===== config.mk =====
export PLATFORM = sky130hd
export DESIGN_NAME = rgb_and_breathing_led_sweeper_flat
export DESIGN_NICKNAME = d
export VERILOG_FILES = /design/src/rtl/rgbs_pkg.sv /design/src/rtl/rgbs_in_if.sv /design/src/rtl/rgbs_out_if.sv /design/src/rtl/rgbs_step.sv /design/src/rtl/rgb_and_breathing_led_sweeper.sv /design/src/flat_wrapper.sv
export SDC_FILE = /design/constraint.sdc
export NUM_CORES = 1
export LEC_CHECK = 0
export BUFFER_PORTS_ARGS = -buffer_cell sky130_fd_sc_hd__buf_2
export CAP_MARGIN = 20
export CORE_MARGIN = 5
export CORE_UTILIZATION = 39
export CTS_CLUSTER_DIAMETER = 80
export DETAILED_ROUTE_END_ITERATION = 8
export GPL_TIMING_DRIVEN = 0
export PLACE_DENSITY_LB_ADDON = 0.12
export SLEW_MARGIN = 20
export SYNTH_ARGS = -nofsm -noshare
export SYNTH_HDL_FRONTEND = slang
export SYNTH_SLANG_ARGS = --single-unit

===== constraint.sdc =====
create_clock -name i_clk -period 7.9 [get_ports i_clk]
set_clock_uncertainty 0.1 [all_clocks]
set_input_delay 0.395 -clock i_clk [delete_from_list [all_inputs] [get_ports i_clk]]
set_output_delay 0.395 -clock i_clk [all_outputs]
set_load 0.02 [all_outputs]

===== src/rtl/rgbs_pkg.sv =====
// Package: types, codes and reset values for the RGB and breathing LED sweeper.
package rgbs_pkg;

    localparam int CFG_IDX_W  = 3;
    localparam int CFG_DATA_W = 16;

    localparam logic [CFG_IDX_W-1:0] CFG_BRIGHT_LIMIT = 3'd0;
    localparam logic [CFG_IDX_W-1:0] CFG_DIM_LIMIT    = 3'd1;
    localparam logic [CFG_IDX_W-1:0] CFG_PRESCALE     = 3'd2;
    localparam logic [CFG_IDX_W-1:0] CFG_SLOW_DWELL   = 3'd3;
    localparam logic [CFG_IDX_W-1:0] CFG_FAST_DWELL   = 3'd4;

    localparam logic [7:0]  RST_BRIGHT_LIMIT = 8'h60;
    localparam logic [7:0]  RST_DIM_LIMIT    = 8'hEF;
    localparam logic [7:0]  RST_PRESCALE     = 8'd3;
    localparam logic [15:0] RST_SLOW_DWELL   = 16'd10000;
    localparam logic [15:0] RST_FAST_DWELL   = 16'd200;

    localparam logic [7:0] LEVEL_OFF  = 8'hFF;
    localparam logic [7:0] LEVEL_FULL = 8'h00;

    localparam logic [1:0] COL_R = 2'd0;
    localparam logic [1:0] COL_G = 2'd1;
    localparam logic [1:0] COL_B = 2'd2;

    typedef enum logic [1:0] {
        MODE_FADE_SLOW = 2'd0,
        MODE_FADE_FAST = 2'd1,
        MODE_POTS      = 2'd2,
        MODE_POT_WHITE = 2'd3
    } t_mode;

    typedef struct packed {
        logic [7:0]  bright_limit;
        logic [7:0]  dim_limit;
        logic [7:0]  prescale;
        logic [15:0] slow_dwell_us;
        logic [15:0] fast_dwell_us;
    } t_cfg;

    typedef struct packed {
        t_mode      mode;
        logic [7:0] lvl_r;
        logic [7:0] lvl_g;
        logic [7:0] lvl_b;
        logic [2:0] falling;
        logic [2:0] rising;
        logic [7:0] breath_level;
        logic       going_bright;
        logic [7:0] prescale_count;
        logic [7:0] duty_w;
        logic [7:0] duty_r;
        logic [7:0] duty_g;
        logic [7:0] duty_b;
    } t_state;

    typedef struct packed {
        logic       mode_press;
        logic [7:0] pot_red;
        logic [7:0] pot_green;
        logic [7:0] pot_blue;
        logic [7:0] pot_system;
    } t_item;

    typedef struct packed {
        logic [7:0]  white_duty;
        logic [7:0]  red_duty;
        logic [7:0]  green_duty;
        logic [7:0]  blue_duty;
        logic [1:0]  mode_now;
        logic [15:0] dwell_us;
    } t_result;

endpackage


===== src/rtl/rgbs_in_if.sv =====
// Interface: input tick channel with valid/ready handshake.
interface rgbs_in_if;
    logic            valid;
    logic            ready;
    rgbs_pkg::t_item data;

    modport source (output valid, output data, input ready);
    modport sink   (input valid, input data, output ready);
endinterface


===== src/rtl/rgbs_out_if.sv =====
// Interface: result channel with valid/ready handshake.
interface rgbs_out_if;
    logic              valid;
    logic              ready;
    rgbs_pkg::t_result data;

    modport source (output valid, output data, input ready);
    modport sink   (input valid, input data, output ready);
endinterface


===== src/rtl/rgbs_step.sv =====
// Step logic: next state and result for one tick.
module rgbs_step (
    input  rgbs_pkg::t_cfg    i_cfg,
    input  rgbs_pkg::t_state  i_state,
    input  rgbs_pkg::t_item   i_item,
    output rgbs_pkg::t_state  o_state,
    output rgbs_pkg::t_result o_result
);
    import rgbs_pkg::*;

    t_state wheel_s;
    t_state breath_s;
    logic [7:0] lr, lg, lb;
    logic [2:0] fl, rs;

    // colour wheel: down blocks then up blocks, in order
    always_comb begin
        lr = i_state.lvl_r;
        lg = i_state.lvl_g;
        lb = i_state.lvl_b;
        fl = i_state.falling;
        rs = i_state.rising;
        if (fl[COL_R]) begin
            lr = lr - 8'd1;
            if (lr == LEVEL_FULL) begin
                fl[COL_R] = 1'b0;
                fl[COL_G] = 1'b1;
                rs[COL_B] = 1'b1;
            end
        end
        if (fl[COL_G]) begin
            lg = lg - 8'd1;
            if (lg == LEVEL_FULL) begin
                fl[COL_G] = 1'b0;
                fl[COL_B] = 1'b1;
                rs[COL_R] = 1'b1;
            end
        end
        if (fl[COL_B]) begin
            lb = lb - 8'd1;
            if (lb == LEVEL_FULL) begin
                fl[COL_B] = 1'b0;
                fl[COL_R] = 1'b1;
                rs[COL_G] = 1'b1;
            end
        end
        if (rs[COL_R]) begin
            lr = lr + 8'd1;
            if (lr == LEVEL_OFF) begin
                rs[COL_R] = 1'b0;
                rs[COL_G] = 1'b1;
            end
        end
        if (rs[COL_G]) begin
            lg = lg + 8'd1;
            if (lg == LEVEL_OFF) begin
                rs[COL_G] = 1'b0;
                rs[COL_B] = 1'b1;
            end
        end
        if (rs[COL_B]) begin
            lb = lb + 8'd1;
            if (lb == LEVEL_OFF) begin
                rs[COL_B] = 1'b0;
                rs[COL_R] = 1'b1;
            end
        end
        wheel_s         = i_state;
        wheel_s.lvl_r   = lr;
        wheel_s.lvl_g   = lg;
        wheel_s.lvl_b   = lb;
        wheel_s.falling = fl;
        wheel_s.rising  = rs;
        wheel_s.duty_r  = lr;
        wheel_s.duty_g  = lg;
        wheel_s.duty_b  = lb;
    end

    // breathing fade applied on top of the wheel result
    always_comb begin
        breath_s = wheel_s;
        if (i_state.prescale_count >= i_cfg.prescale) begin
            breath_s.prescale_count = 8'd0;
            if (i_state.going_bright) begin
                breath_s.breath_level = i_state.breath_level - 8'd1;
                if (breath_s.breath_level <= i_cfg.bright_limit) begin
                    breath_s.breath_level = i_cfg.bright_limit;
                    breath_s.going_bright = 1'b0;
                end
            end else begin
                breath_s.breath_level = i_state.breath_level + 8'd1;
                if (breath_s.breath_level >= i_cfg.dim_limit) begin
                    breath_s.breath_level = i_cfg.dim_limit;
                    breath_s.going_bright = 1'b1;
                end
            end
            breath_s.duty_w = breath_s.breath_level;
        end else begin
            breath_s.prescale_count = i_state.prescale_count + 8'd1;
        end
    end

    always_comb begin
        o_state           = i_state;
        o_result.dwell_us = i_cfg.slow_dwell_us;
        case (i_state.mode)
            MODE_FADE_SLOW: begin
                o_state = breath_s;
            end
            MODE_FADE_FAST: begin
                o_state           = breath_s;
                o_result.dwell_us = i_cfg.fast_dwell_us;
            end
            MODE_POTS: begin
                o_state.duty_w = i_item.pot_system;
                o_state.duty_r = i_item.pot_red;
                o_state.duty_g = i_item.pot_green;
                o_state.duty_b = i_item.pot_blue;
            end
            MODE_POT_WHITE: begin
                o_state        = wheel_s;
                o_state.duty_w = i_item.pot_system;
            end
            default: begin
                o_state = i_state;
            end
        endcase
        if (i_item.mode_press) begin
            o_state.mode = t_mode'(i_state.mode + 2'd1);
        end
        o_result.white_duty = o_state.duty_w;
        o_result.red_duty   = o_state.duty_r;
        o_result.green_duty = o_state.duty_g;
        o_result.blue_duty  = o_state.duty_b;
        o_result.mode_now   = o_state.mode;
    end

endmodule


===== src/rtl/rgb_and_breathing_led_sweeper.sv =====
// Top level: RGB colour-wheel and white breathing LED sweeper.
//
// Usage:
//   i_in carries one tick per beat: the mode-button flag and four pot
//   readings. o_out returns one result beat per tick: white, red, green and
//   blue compare values (255 off, 0 full on), the mode after the button
//   handling and the dwell time before the next tick.
//   The configuration port writes limits, prescale and dwell times at
//   i_cfg_idx when i_cfg_we is high; write it only while no tick is pending.
//   A tick's result is registered (in the skid entry while o_out stalls).
//   Throughput: one tick per cycle while i_in.ready is high, set by the
//   single-pass step logic between the state and the result registers.
//   The result register is backed by one skid entry, so a tick is still
//   taken while a finished result waits; i_in.ready drops only when both
//   hold results, and everything holds until o_out.ready returns.
//   Reset (synchronous, active low) restores register defaults, mode 0,
//   all levels and duties to 255 and empties the output stages.
module rgb_and_breathing_led_sweeper (
    input  logic                           i_clk,
    input  logic                           i_rst_n,
    rgbs_in_if.sink                        i_in,
    rgbs_out_if.source                     o_out,
    input  logic                           i_cfg_we,
    input  logic [rgbs_pkg::CFG_IDX_W-1:0] i_cfg_idx,
    input  logic [rgbs_pkg::CFG_DATA_W-1:0] i_cfg_data
);
    import rgbs_pkg::*;

    t_cfg    r_cfg;
    t_state  r_state, n_state;
    t_result step_res;
    logic    r_out_valid, n_out_valid;
    t_result r_out_data, n_out_data;
    logic    r_skid_valid, n_skid_valid;
    t_result r_skid_data, n_skid_data;
    logic    accept;
    logic    out_free;

    rgbs_step u_step (
        .i_cfg    (r_cfg),
        .i_state  (r_state),
        .i_item   (i_in.data),
        .o_state  (n_state),
        .o_result (step_res)
    );

    assign i_in.ready  = !r_skid_valid;
    assign accept      = i_in.valid && !r_skid_valid;
    assign out_free    = !r_out_valid || o_out.ready;
    assign o_out.valid = r_out_valid;
    assign o_out.data  = r_out_data;

    always_ff @(posedge i_clk) begin
        if (!i_rst_n) begin
            r_cfg.bright_limit  <= RST_BRIGHT_LIMIT;
            r_cfg.dim_limit     <= RST_DIM_LIMIT;
            r_cfg.prescale      <= RST_PRESCALE;
            r_cfg.slow_dwell_us <= RST_SLOW_DWELL;
            r_cfg.fast_dwell_us <= RST_FAST_DWELL;
        end else if (i_cfg_we) begin
            case (i_cfg_idx)
                CFG_BRIGHT_LIMIT: r_cfg.bright_limit  <= i_cfg_data[7:0];
                CFG_DIM_LIMIT:    r_cfg.dim_limit     <= i_cfg_data[7:0];
                CFG_PRESCALE:     r_cfg.prescale      <= i_cfg_data[7:0];
                CFG_SLOW_DWELL:   r_cfg.slow_dwell_us <= i_cfg_data;
                CFG_FAST_DWELL:   r_cfg.fast_dwell_us <= i_cfg_data;
                default: begin
                end
            endcase
        end
    end

    always_ff @(posedge i_clk) begin
        if (!i_rst_n) begin
            r_state.mode           <= MODE_FADE_SLOW;
            r_state.lvl_r          <= LEVEL_OFF;
            r_state.lvl_g          <= LEVEL_OFF;
            r_state.lvl_b          <= LEVEL_OFF;
            r_state.falling        <= 3'b001;
            r_state.rising         <= 3'b100;
            r_state.breath_level   <= LEVEL_OFF;
            r_state.going_bright   <= 1'b1;
            r_state.prescale_count <= 8'd0;
            r_state.duty_w         <= LEVEL_OFF;
            r_state.duty_r         <= LEVEL_OFF;
            r_state.duty_g         <= LEVEL_OFF;
            r_state.duty_b         <= LEVEL_OFF;
        end else if (accept) begin
            r_state <= n_state;
        end
    end

    // result register with one skid entry
    always_comb begin
        n_out_valid  = r_out_valid;
        n_out_data   = r_out_data;
        n_skid_valid = r_skid_valid;
        n_skid_data  = r_skid_data;
        if (out_free) begin
            if (r_skid_valid) begin
                n_out_valid  = 1'b1;
                n_out_data   = r_skid_data;
                n_skid_valid = 1'b0;
            end else begin
                n_out_valid = accept;
                n_out_data  = step_res;
            end
        end else if (accept) begin
            n_skid_valid = 1'b1;
            n_skid_data  = step_res;
        end
    end

    always_ff @(posedge i_clk) begin
        if (!i_rst_n) begin
            r_out_valid  <= 1'b0;
            r_skid_valid <= 1'b0;
        end else begin
            r_out_valid  <= n_out_valid;
            r_skid_valid <= n_skid_valid;
        end
    end

    always_ff @(posedge i_clk) begin
        r_out_data  <= n_out_data;
        r_skid_data <= n_skid_data;
    end

endmodule


===== src/flat_wrapper.sv =====
// flat-port wrapper written by rule: the top's interface ports become plain ports
module rgb_and_breathing_led_sweeper_flat import rgbs_pkg::*;
  (i_clk, i_rst_n, i_cfg_we, i_cfg_idx, i_cfg_data, i_in_valid, i_in_data, i_in_ready, o_out_valid, o_out_data, o_out_ready);
  rgbs_in_if i_in_i ();
  rgbs_out_if o_out_i ();
  input  logic i_clk;
  input  logic i_rst_n;
  input  logic i_cfg_we;
  input  logic [rgbs_pkg::CFG_IDX_W-1:0] i_cfg_idx;
  input  logic [rgbs_pkg::CFG_DATA_W-1:0] i_cfg_data;
  input wire logic [$bits(i_in_i.valid)-1:0] i_in_valid;
  input wire logic [$bits(i_in_i.data)-1:0] i_in_data;
  output wire logic [$bits(i_in_i.ready)-1:0] i_in_ready;
  output wire logic [$bits(o_out_i.valid)-1:0] o_out_valid;
  output wire logic [$bits(o_out_i.data)-1:0] o_out_data;
  input wire logic [$bits(o_out_i.ready)-1:0] o_out_ready;
  assign i_in_i.valid = i_in_valid;
  assign i_in_i.data = i_in_data;
  assign i_in_ready = i_in_i.ready;
  assign o_out_valid = o_out_i.valid;
  assign o_out_data = o_out_i.data;
  assign o_out_i.ready = o_out_ready;
  rgb_and_breathing_led_sweeper u_core (.i_clk(i_clk), .i_rst_n(i_rst_n), .i_in(i_in_i), .o_out(o_out_i), .i_cfg_we(i_cfg_we), .i_cfg_idx(i_cfg_idx), .i_cfg_data(i_cfg_data));
endmodule

==> results of run 1 <==
==> per-stage QoR <==
step	setup WS, ns	hold slack, ns	utilization
2_1_floorplan	3.23	0.333	-
3_3_place_gp	0.701	0.338	0.429
6_report	2.17	0.0383	0.463
3_5_place_dp	2.29	0.344	0.433
5_1_grt	1.72	0.0320	0.462
4_1_cts	2.25	0.00807	0.462
==> cells in the mapped netlist (all sizes together) (10+ instances only) <==
| master | count |
|---|---|
| a211oi | 13 |
| a21o | 17 |
| a21oi | 71 |
| and3 | 22 |
| buf | 18 |
| clkbuf | 60 |
| dfxtp | 115 |
| edfxtp | 100 |
| ha | 43 |
| inv | 49 |
| mux2 | 59 |
| nand2 | 190 |
| nand2b | 10 |
| nand3 | 30 |
| nor2 | 64 |
| nor2b | 11 |
| nor3 | 21 |
| o211ai | 45 |
| o21ai | 63 |
| or3 | 16 |
| xnor2 | 45 |
| xor2 | 30 |
==> worst min-delay path, cell delays in order <==
cell	delay [ns]
buf_2	0.12
nand2_1	0.06
a21oi_1	0.05
==> cell type report <==
class | count | area [sq um]
plain buffers | 78 | 322
fillers | 2946 | 15900
clock buffers | 34 | 681
repair buffers | 118 | 686
inverters | 49 | 184
diodes | 1 | 2.50
clock inverters | 14 | 134
well taps | 390 | 488
multi-input cells | 881 | 5870
flip-flops and latches | 215 | 5310
==> flip-flops by register name, indices dropped and copies added, names as in the netlist <==
register / cells
u_core.r_state: 57
u_core.r_cfg: 56
u_core.o_out.data: 50
u_core.r_skid_data: 50
u_core.o_out.valid: 1
u_core.r_skid_valid: 1
==> timing repair <==
action,in CTS,in global routing
setup endpoints to repair,0,0
hold buffers,7,0
hold endpoints to repair,11,0
==> final timing paths <==
path	startpoint	end	slack, ns	depth (start not counted)
worst max-delay path	u_core.r_state[72]	u_core.o_out.data[25]	2.17	22
worst max register to register	u_core.r_state[72]	u_core.o_out.data[25]	2.17	22
worst min-delay path	i_cfg_data[15]	u_core.r_cfg[31]	0.04	3
worst min register to register	u_core.r_cfg[19]	u_core.r_cfg[19]	0.35	2
==> layer usage <==
metal  track usage  part of all wire  vias up
li1              -                 -     4702
met3        0.0266             0.048       25
met4        0.0268             0.011        0
met2         0.321              0.47      180
met1         0.272              0.47     4538
met5             0                 0        -
==> report_power, final <==
| group | internal, mW | total [mW] | leakage, nW | switching, mW |
|---|---|---|---|---|
| clock network | 0.673 | 1.14 | 0.399 | 0.472 |
| logic | 0.181 | 0.494 | 3.05 | 0.313 |
| registers | 1.26 | 1.30 | 1.87 | 0.0363 |
==> cells by family after synthesis <==
logic type | count (synthesis) | share of synthesized area
and+or+nand+nor | 414 | 0.170
AOI/OAI and AO/OA | 283 | 0.167
DFF | 215 | 0.455
buffers and inverters | 127 | 0.0433
xor gates and xnor gates | 75 | 0.0563
muxes | 66 | 0.0630
adders and majority gates | 43 | 0.0461
==> impl_metrics.py, run 1 <==
metrics = {
    "outcome": {
        "status": "finished, final reports clean",
    },
    "worst_setup_path": {
        "crit_family": "compound AO/OA/AOI/OAI gates",
        "start_kind": "flip-flop",
        "crit_type": "reg2reg",
        "arrival_ns": 5.88,
        "end_kind": "flip-flop",
        "slowest_delay_ns": 0.55,
        "slowest_stage": "or4_1",
        "cp_max_fo": 10,
        "crit_required_ns": 8.05,
        "critPathBufInv": 5,
        "crit_chain": "clkbuf_1 -> inv_1 -> ha_1 -> xor2_1 -> nor3b_2 -> o2111ai_1 -> o21ai_1 -> buf_4 -> nor2_1 -> a21oi_1 -> ha_1 -> buf_2 -> nand2_1 -> nor4_1 -> a41oi_1 -> o211ai_1 -> a32oi_1 -> or4_1 -> buf_2 -> a2111oi_4 -> xnor2_1 -> o21ai_1",
    },
    "place": {
        "placed_cell_area_sq_mm": 0.0128,
        "numPortBuffers": 108,
        "dp.cells": 1724,
        "hpwl_mm": 24.6,
        "gp_congestion": 0.906,
    },
    "timing": {
        "rsz0062_at_grt": "false",
        "max_freq_mhz": 174,
        "fin_crit_ns": 5.73,
        "final_hold_viol_count": 0,
        "drv_slew": 0,
        "max_slew.worst_pin.slew_ns": 0.920,
        "setup_viol": 0,
        "fin_crit_sh": 0.725,
        "tns_ns": 0,
        "slew_headroom": 0.387,
    },
    "yosys": {
        "synth.avg_cell_area_sq_um": 9.54,
        "synth_edf_count": 100,
        "syn_area_sq_mm": 0.0117,
        "synth_area_leaders": "edfxtp_1, dfxtp_1, nand2_1",
        "ys_types": 79,
        "yosysTopAreaCellShare": 0.257,
        "async_flop_share": 0,
        "syn_inst": 1223,
        "synth_ff_type": "dfxtp_1",
        "ys_ff_latch": 215,
        "syn-num-nets": 1323,
        "synth_top_area_cell": "edfxtp_1",
        "ys_seq_area_frac": 0.455,
        "yosysWarnings": 0,
    },
    "die": {
        "num_rows": 63,
        "core-area_sq_mm": 0.0296,
        "ios": 109,
        "dieArea_sq_mm": 0.0335,
        "die_w_um": 183,
        "die_y_um": 183,
        "start_util": 0.395,
    },
    "pwr": {
        "finalPower_mw": 2.93,
        "powerDensity_mw_per_mm2": 215,
        "ir_worst_vdd_v": 0.000140,
        "p_leak_nw": 5.32,
    },
    "clock_network": {
        "cts_root_buf": "clkbuf_16",
        "cts_sinks": 215,
        "clock_latency_ns": 0.53,
        "cts_buffers": 26,
        "clkTransAtPathRegs_ns": 0.06,
        "h-tree-depth": 1,
        "ctsResizeCount": 0,
        "post_cts_buffers": 0,
        "cts_tree": "done",
        "clock_path_buffers": 3,
    },
    "global_route": {
        "track_usage": 0.192,
        "grt_pass1_wl_mm": 51.3,
        "grt_max_degree": 32,
        "antenna_found_initial": 0,
        "grt_pass1_vias": 9017,
        "gr-total-overflow": 0,
    },
    "final_layout": {
        "final_cells": 1780,
        "drive_gt1_frac": 0.173,
        "final_cell_area_sq_mm": 0.0137,
        "final_common_cell": "nand2_1",
        "area_delta_synth_final_pct": 17.2,
        "final_cell_mix": "nand2_1, buf_2, dfxtp_1",
        "finalNetCount": 1469,
    },
    "detailed_routing": {
        "vias_per_cell": 5.31,
        "num_vias": 9445,
        "drc": 0,
        "wire_per_inst_um": 18.5,
        "drt.antenna.violating_nets": 0,
        "drt-total-wl_mm": 33.0,
        "drt-initial-drc-count": 620,
        "drt-pass1-iter-count": 5,
    },
    "run": {
        "maxCapViolCount": 0,
    },
    "worst_hold_path": {
        "hp-class": "in2reg",
    },
}
(Power assumes the default switching activity.)
==> run 2, diff against run 1 <==
clock period = 4.8 ns   (was 7.9 ns; I/O delays follow)
==> run 2 against run 1 <==
Wire length increased by 2.3%. Non-clock buffer count rose by 44. Register-to-register slack got worse by 2.0 ns. Core utilization is 2.0 points higher. Global-route usage rose by 0.35 points. Clock-buffer cell count unchanged. Worst hold slack got worse by 0.016 ns. Setup slack got worse by 2.0 ns. Largest cell class unchanged.
==> impl_metrics.py, run 2 (synthesis results as in run 1) <==
metrics = {
    "worst_setup_path": {
        "timing.rr.start": "u_core.r_state[71]",
        "r2r_setup_slack_ns": 0.13,
        "crit_required_ns": 4.95,
        "critPathBufInv": 5,
        "startpoint": "u_core.r_state[71]",
        "crit_type": "reg2reg",
        "r2r-end": "u_core.r_skid_data[25]",
        "end_kind": "flip-flop",
        "start_kind": "flip-flop",
        "r2r_cells": 21,
        "crit_family": "compound AO/OA/AOI/OAI gates",
        "cp-endpoint": "u_core.r_skid_data[25]",
        "cp_max_fo": 7,
        "cp_num_cells": 21,
        "slowest_stage": "or4_1",
        "arrival_ns": 4.82,
        "crit_chain": "buf_6 -> inv_1 -> ha_4 -> xor2_2 -> nor3b_2 -> buf_4 -> o2111a_2 -> a21oi_4 -> buf_8 -> xnor2_2 -> ha_4 -> or4_1 -> nand2_1 -> a211oi_1 -> o211ai_1 -> a32oi_2 -> or4_4 -> buf_8 -> a2111oi_4 -> xnor2_2 -> o21ai_1",
        "slowest_delay_ns": 0.46,
    },
    "pwr": {
        "ir_worst_vdd_v": 0.000231,
        "p_leak_nw": 5.57,
        "powerDensity_mw_per_mm2": 342,
        "finalPower_mw": 4.89,
    },
    "die": {
        "die_y_um": 183,
        "dieArea_sq_mm": 0.0335,
        "ios": 109,
        "num_rows": 63,
        "core-area_sq_mm": 0.0296,
        "die_w_um": 183,
        "start_util": 0.395,
    },
    "final_layout": {
        "final_cells": 1823,
        "area_delta_synth_final_pct": 22.4,
        "largest_reg_flops": 57,
        "final_common_cell": "nand2_1",
        "finalNetCount": 1513,
        "top_register": "u_core.r_state",
        "antenna-diode-count": 0,
        "multi_input_area_sq_mm": 0.00603,
        "final_cell_mix": "nand2_1, buf_2, dfxtp_1",
        "fillers": 2897,
        "ff_latch_area_sq_mm": 0.00531,
        "reg_top3": "u_core.r_state: 57 flops, u_core.r_cfg: 56 flops",
        "drive_gt1_frac": 0.193,
    },
    "global_route": {
        "antenna_found_initial": 0,
        "gr-total-overflow": 0,
        "track_usage": 0.195,
        "grt_pass1_vias": 9309,
        "grt_max_degree": 32,
        "grt_pass1_wl_mm": 52.3,
    },
    "detailed_routing": {
        "drt-initial-drc-count": 683,
        "drt-pass1-iter-count": 5,
        "num_vias": 9652,
        "wire_per_inst_um": 18.5,
        "drt.antenna.violating_nets": 0,
        "drt-total-wl_mm": 33.8,
        "drc": 0,
        "vias_per_cell": 5.29,
    },
    "clock_network": {
        "clkTransAtPathRegs_ns": 0.06,
        "cts_buffers": 26,
        "h-tree-depth": 1,
        "clock_path_buffers": 3,
        "cts_tree": "done",
        "clock_latency_ns": 0.53,
        "cts_sinks": 215,
        "cts_root_buf": "clkbuf_16",
    },
    "timing": {
        "max_freq_mhz": 214,
        "final_hold_viol_count": 0,
        "fin_crit_sh": 0.974,
        "drv_slew": 0,
        "max_slew.worst_pin.slew_ns": 0.910,
        "slew_headroom": 0.393,
        "setup_viol": 0,
        "fin_crit_ns": 4.67,
    },
    "place": {
        "hpwl_mm": 24.6,
        "dp.cells": 1724,
        "gp_congestion": 0.906,
        "numPortBuffers": 108,
    },
    "run": {
        "maxCapViolCount": 0,
    },
    "worst_hold_path": {
        "min_path_cells": 3,
        "hold_start": "i_in_data[28]",
        "hp-class": "in2reg",
    },
    "outcome": {
        "status": "finished, final reports clean",
    },
}
run 2: cell count changes in the layout (fill, tap and decap cells not counted), moves of 3 or more:
cell           previous run  this run
a21oi_1                  70        67
a21oi_2                   0         3
buf_2                   116       113
buf_4                     1        13
dlygate4sd3_1             7        39
xnor2_1                  45        41
xnor2_2                   0         4
run 2: worst min-delay path by stage:
| stage | end | slack, ns |
|---|---|---|
| after detailed placement | u_core.r_cfg[18] | 0.34 |
| final | u_core.r_skid_data[38] | 0.02 |
| after global placement | u_core.r_cfg[21] | 0.34 |
| after floorplan | u_core.r_cfg[20] | 0.26 |
| after CTS | u_core.r_skid_data[38] | 0.001 |
| after global routing | u_core.r_skid_data[35] | 0.03 |
run 2: per-stage QoR:
step | setup WS, ns | hold WS, ns | TNS, ns | utilization | area [sq um]
after global routing | -0.00918 | 0.0328 | -0.00918 | 0.483 | 14300
after floorplan | 0.127 | 0.264 | 0 | - | 11700
after detailed placement | -0.809 | 0.344 | -11.93 | 0.433 | 12800
final | 0.125 | 0.0221 | 0 | 0.483 | 14300
after global placement | -2.24 | 0.338 | -123.85 | 0.429 | 12700
after CTS | 0.00362 | 0.000999 | 0 | 0.477 | 14100
run 2: metal layers:
layer / vias up / global-route usage / share of wire
met5: - / 0 / 0
met4: 0 / 0.0331 / 0.014
met3: 31 / 0.0272 / 0.048
met2: 218 / 0.327 / 0.47
met1: 4621 / 0.274 / 0.46
li1: 4782 / - / -
run 2: cell type report:
class                      count  share of cell area
multi-input combinational    881               0.422
sequential                   215               0.372
timing repair buffer         163              0.0773
clock buffer                  34              0.0477
tap                          390              0.0342
buffer                        77              0.0244
inverter                      49              0.0129
clock inverter                14             0.00938
run 2: timing repair:
action | CTS | global route
buffers inserted | 7 | 6
cloned | 0 | 0
resized for setup | 19 | 23
hold endpoints to repair | 84 | 0
hold buffers | 39 | 0
pin swaps | 7 | 14
endpoints found under the setup margin | 28 | 21
run 2: power by group:
part	leakage (nW)	internal (mW)	switching (mW)
logic	3.30	0.337	0.534
registers	1.87	2.07	0.0616
clock network	0.399	1.11	0.774
total	5.57	3.52	1.37
run 2: tightest hold or removal path, stage by stage:
cell	delay [ns]
buf_2	0.08
nand2_1	0.07
o21ai_0	0.13
==> run 3, diff against run 2 <==
CELL_PAD_IN_SITES_DETAIL_PLACEMENT = 0   (was default)
CELL_PAD_IN_SITES_GLOBAL_PLACEMENT = 1   (was default)
==> run 3 against run 2 <==
Combinational power is 2% lower. Critical path type unchanged. Wire length rose by 0.69%. Sequential power about the same. Largest cell class unchanged. Critical endpoint is now u_core.o_out.data[25]. Die area unchanged. Clock power rose by 7%.
==> impl_metrics.py, run 3 (synthesis results as in run 1) <==
metrics = {
    "outcome": {
        "status": "finished, final reports clean",
    },
    "final_layout": {
        "reg_top3": "u_core.r_state: 57 flops, u_core.r_cfg: 56 flops",
        "top_register": "u_core.r_state",
        "largest_reg_flops": 57,
        "area_delta_synth_final_pct": 22.5,
        "final_cell_area_sq_mm": 0.0143,
        "finalNetCount": 1516,
        "final_cells": 1826,
        "final_common_cell": "nand2_1",
        "final_cell_mix": "nand2_1, dfxtp_1, buf_2",
        "drive_gt1_frac": 0.191,
        "antenna-diode-count": 0,
    },
    "timing": {
        "drv_slew": 0,
        "setup_viol": 0,
        "max_freq_mhz": 218,
        "fin_crit_ns": 4.59,
        "final_hold_viol_count": 0,
        "fin_crit_sh": 0.956,
        "max_slew.worst_pin.slew_ns": 0.805,
        "slew_headroom": 0.463,
    },
    "worst_setup_path": {
        "r2r_setup_slack_ns": 0.21,
        "r2r-end": "u_core.o_out.data[25]",
        "start_kind": "flip-flop",
        "end_kind": "flip-flop",
        "cp_max_fo": 7,
        "timing.rr.start": "u_core.r_state[71]",
        "crit_type": "reg2reg",
        "r2r_cells": 20,
        "crit_required_ns": 4.98,
        "arrival_ns": 4.76,
    },
    "global_route": {
        "grt_pass1_wl_mm": 52.9,
        "gr-total-overflow": 0,
        "grt_max_degree": 29,
        "track_usage": 0.196,
        "grt_pass1_vias": 9388,
        "antenna_found_initial": 0,
    },
    "run": {
        "maxCapViolCount": 0,
    },
    "pwr": {
        "p_sw_frac": 0.273,
        "clkPwrFrac": 0.403,
        "power_switching_mw": 1.37,
        "p_leak_nw": 5.60,
        "powerDensity_mw_per_mm2": 351,
        "ir_worst_vdd_v": 0.000242,
        "p_seq_frac": 0.427,
        "power_frac_comb": 0.170,
        "p_int_mw": 3.64,
    },
    "clock_network": {
        "clock_path_buffers": 3,
        "cts_sinks": 215,
        "cts_root_buf": "clkbuf_16",
        "cts_buffers": 26,
        "h-tree-depth": 1,
        "clock_latency_ns": 0.53,
        "cts_tree": "done",
        "clkTransAtPathRegs_ns": 0.06,
    },
    "worst_hold_path": {
        "min_delay_worst_endpoint": "u_core.r_skid_data[37]",
        "min_path_cells": 3,
        "hold_start": "i_in_data[27]",
        "hp-class": "in2reg",
    },
    "detailed_routing": {
        "drt-pass1-iter-count": 5,
        "drt-initial-drc-count": 579,
        "drt.antenna.violating_nets": 0,
        "num_vias": 9638,
        "drt-total-wl_mm": 34.0,
        "wire_per_inst_um": 18.6,
        "drc": 0,
        "vias_per_cell": 5.28,
    },
    "die": {
        "dieArea_sq_mm": 0.0335,
        "die_w_um": 183,
        "core-area_sq_mm": 0.0296,
        "ios": 109,
        "num_rows": 63,
        "die_y_um": 183,
        "start_util": 0.395,
    },
    "place": {
        "placed_cell_area_sq_mm": 0.0128,
        "hpwl_mm": 24.6,
        "numPortBuffers": 108,
        "dp.cells": 1724,
        "gp_congestion": 0.873,
    },
}
==> run 3: cell types whose count changed in the layout (fill, tap and decap cells not counted), moves of 2 or more <==
cell	change
nor4_2	+2
inv_6	+2
clkbuf_1	-7
buf_4	+3
clkinv_1	+4
xor2_1	+2
clkinv_4	-2
buf_8	-2
dlygate4sd3_1	+2
xor2_2	-2
bufinv_16	+2
==> run 3: critical path: stages, from the launching register on <==
cell and delay, ns:
dfxtp_1 0.32, buf_6 0.13, inv_1 0.09, ha_4 0.17, nor4b_4 0.27, xnor2_2 0.14, a22o_4 0.28, a21oi_4 0.17
buf_6 0.13, xnor2_2 0.09, ha_4 0.20, or4_1 0.47, nand2_1 0.09, a211oi_1 0.05, o211ai_1 0.23, a32oi_2 0.13
or4_1 0.46, buf_6 0.16, a2111oi_4 0.33, xnor2_2 0.19, o21ai_1 0.11
==> run 3: through the flow <==
stage	utilization	worst slack [ns]	power, mW	TNS, ns	hold slack [ns]
detailed placement	0.432	-0.655	2.98	-12.46	0.347
global route	0.484	-0.00374	5.22	-0.00374	0.0127
floorplan	-	0.127	2.70	0	0.264
global placement	0.429	-1.99	2.97	-112.19	0.339
CTS	0.480	0.00736	5.05	0	0.00230
finish	0.484	0.211	5.01	0	0.0156
==> run 3: power by group through the flow <==
stage	sequential [mW]	clock, mW	combinational, mW
2_1_floorplan	2.25	0	0.448
3_3_place_gp	2.18	0	0.792
3_5_place_dp	2.17	0	0.802
4_1_cts	2.14	2.06	0.847
5_1_grt	2.15	2.13	0.936
6_report	2.14	2.02	0.853
==> run 3: repair_timing <==
action	4_1_cts	5_1_grt
setup endpoints to repair	30	27
hold buffers	41	0
pin swaps	7	9
endpoints found under the hold margin	87	0
gates resized for setup	14	15
buffers inserted	10	5
==> run 3: worst max path at each step <==
stage | to | depth (start not counted) | start
final | u_core.o_out.data[25] | 20 | u_core.r_state[71]
after global routing | u_core.r_state[58] | 21 | u_core.r_state[71]
after CTS | u_core.r_state[58] | 20 | u_core.r_state[71]
after detailed placement | u_core.o_out.data[25] | 22 | u_core.r_state[72]
after global placement | u_core.r_skid_data[37] | 3 | o_out_ready
after floorplan | u_core.o_out.data[25] | 20 | u_core.r_state[72]
==> run 3: routing by layer <==
metal / wire length [um] / vias to the layer above / part of all wire / track usage
met2: 16300 / 216 / 0.48 / 0.339
met1: 15500 / 4589 / 0.46 / 0.261
li1: - / 4774 / - / -
met5: 0 / - / 0 / 0
met3: 1320 / 59 / 0.039 / 0.0262
met4: 853 / 0 / 0.025 / 0.0501
==> run 3: area by class of cell <==
type	instances	area (sq um)
fill	2843	15300
sequential	215	5310
clock buffer	30	687
multi-input combinational	881	5970
clock inverter	18	188
inverter	49	184
timing repair buffer	167	1130
buffer	76	334
tap	390	488
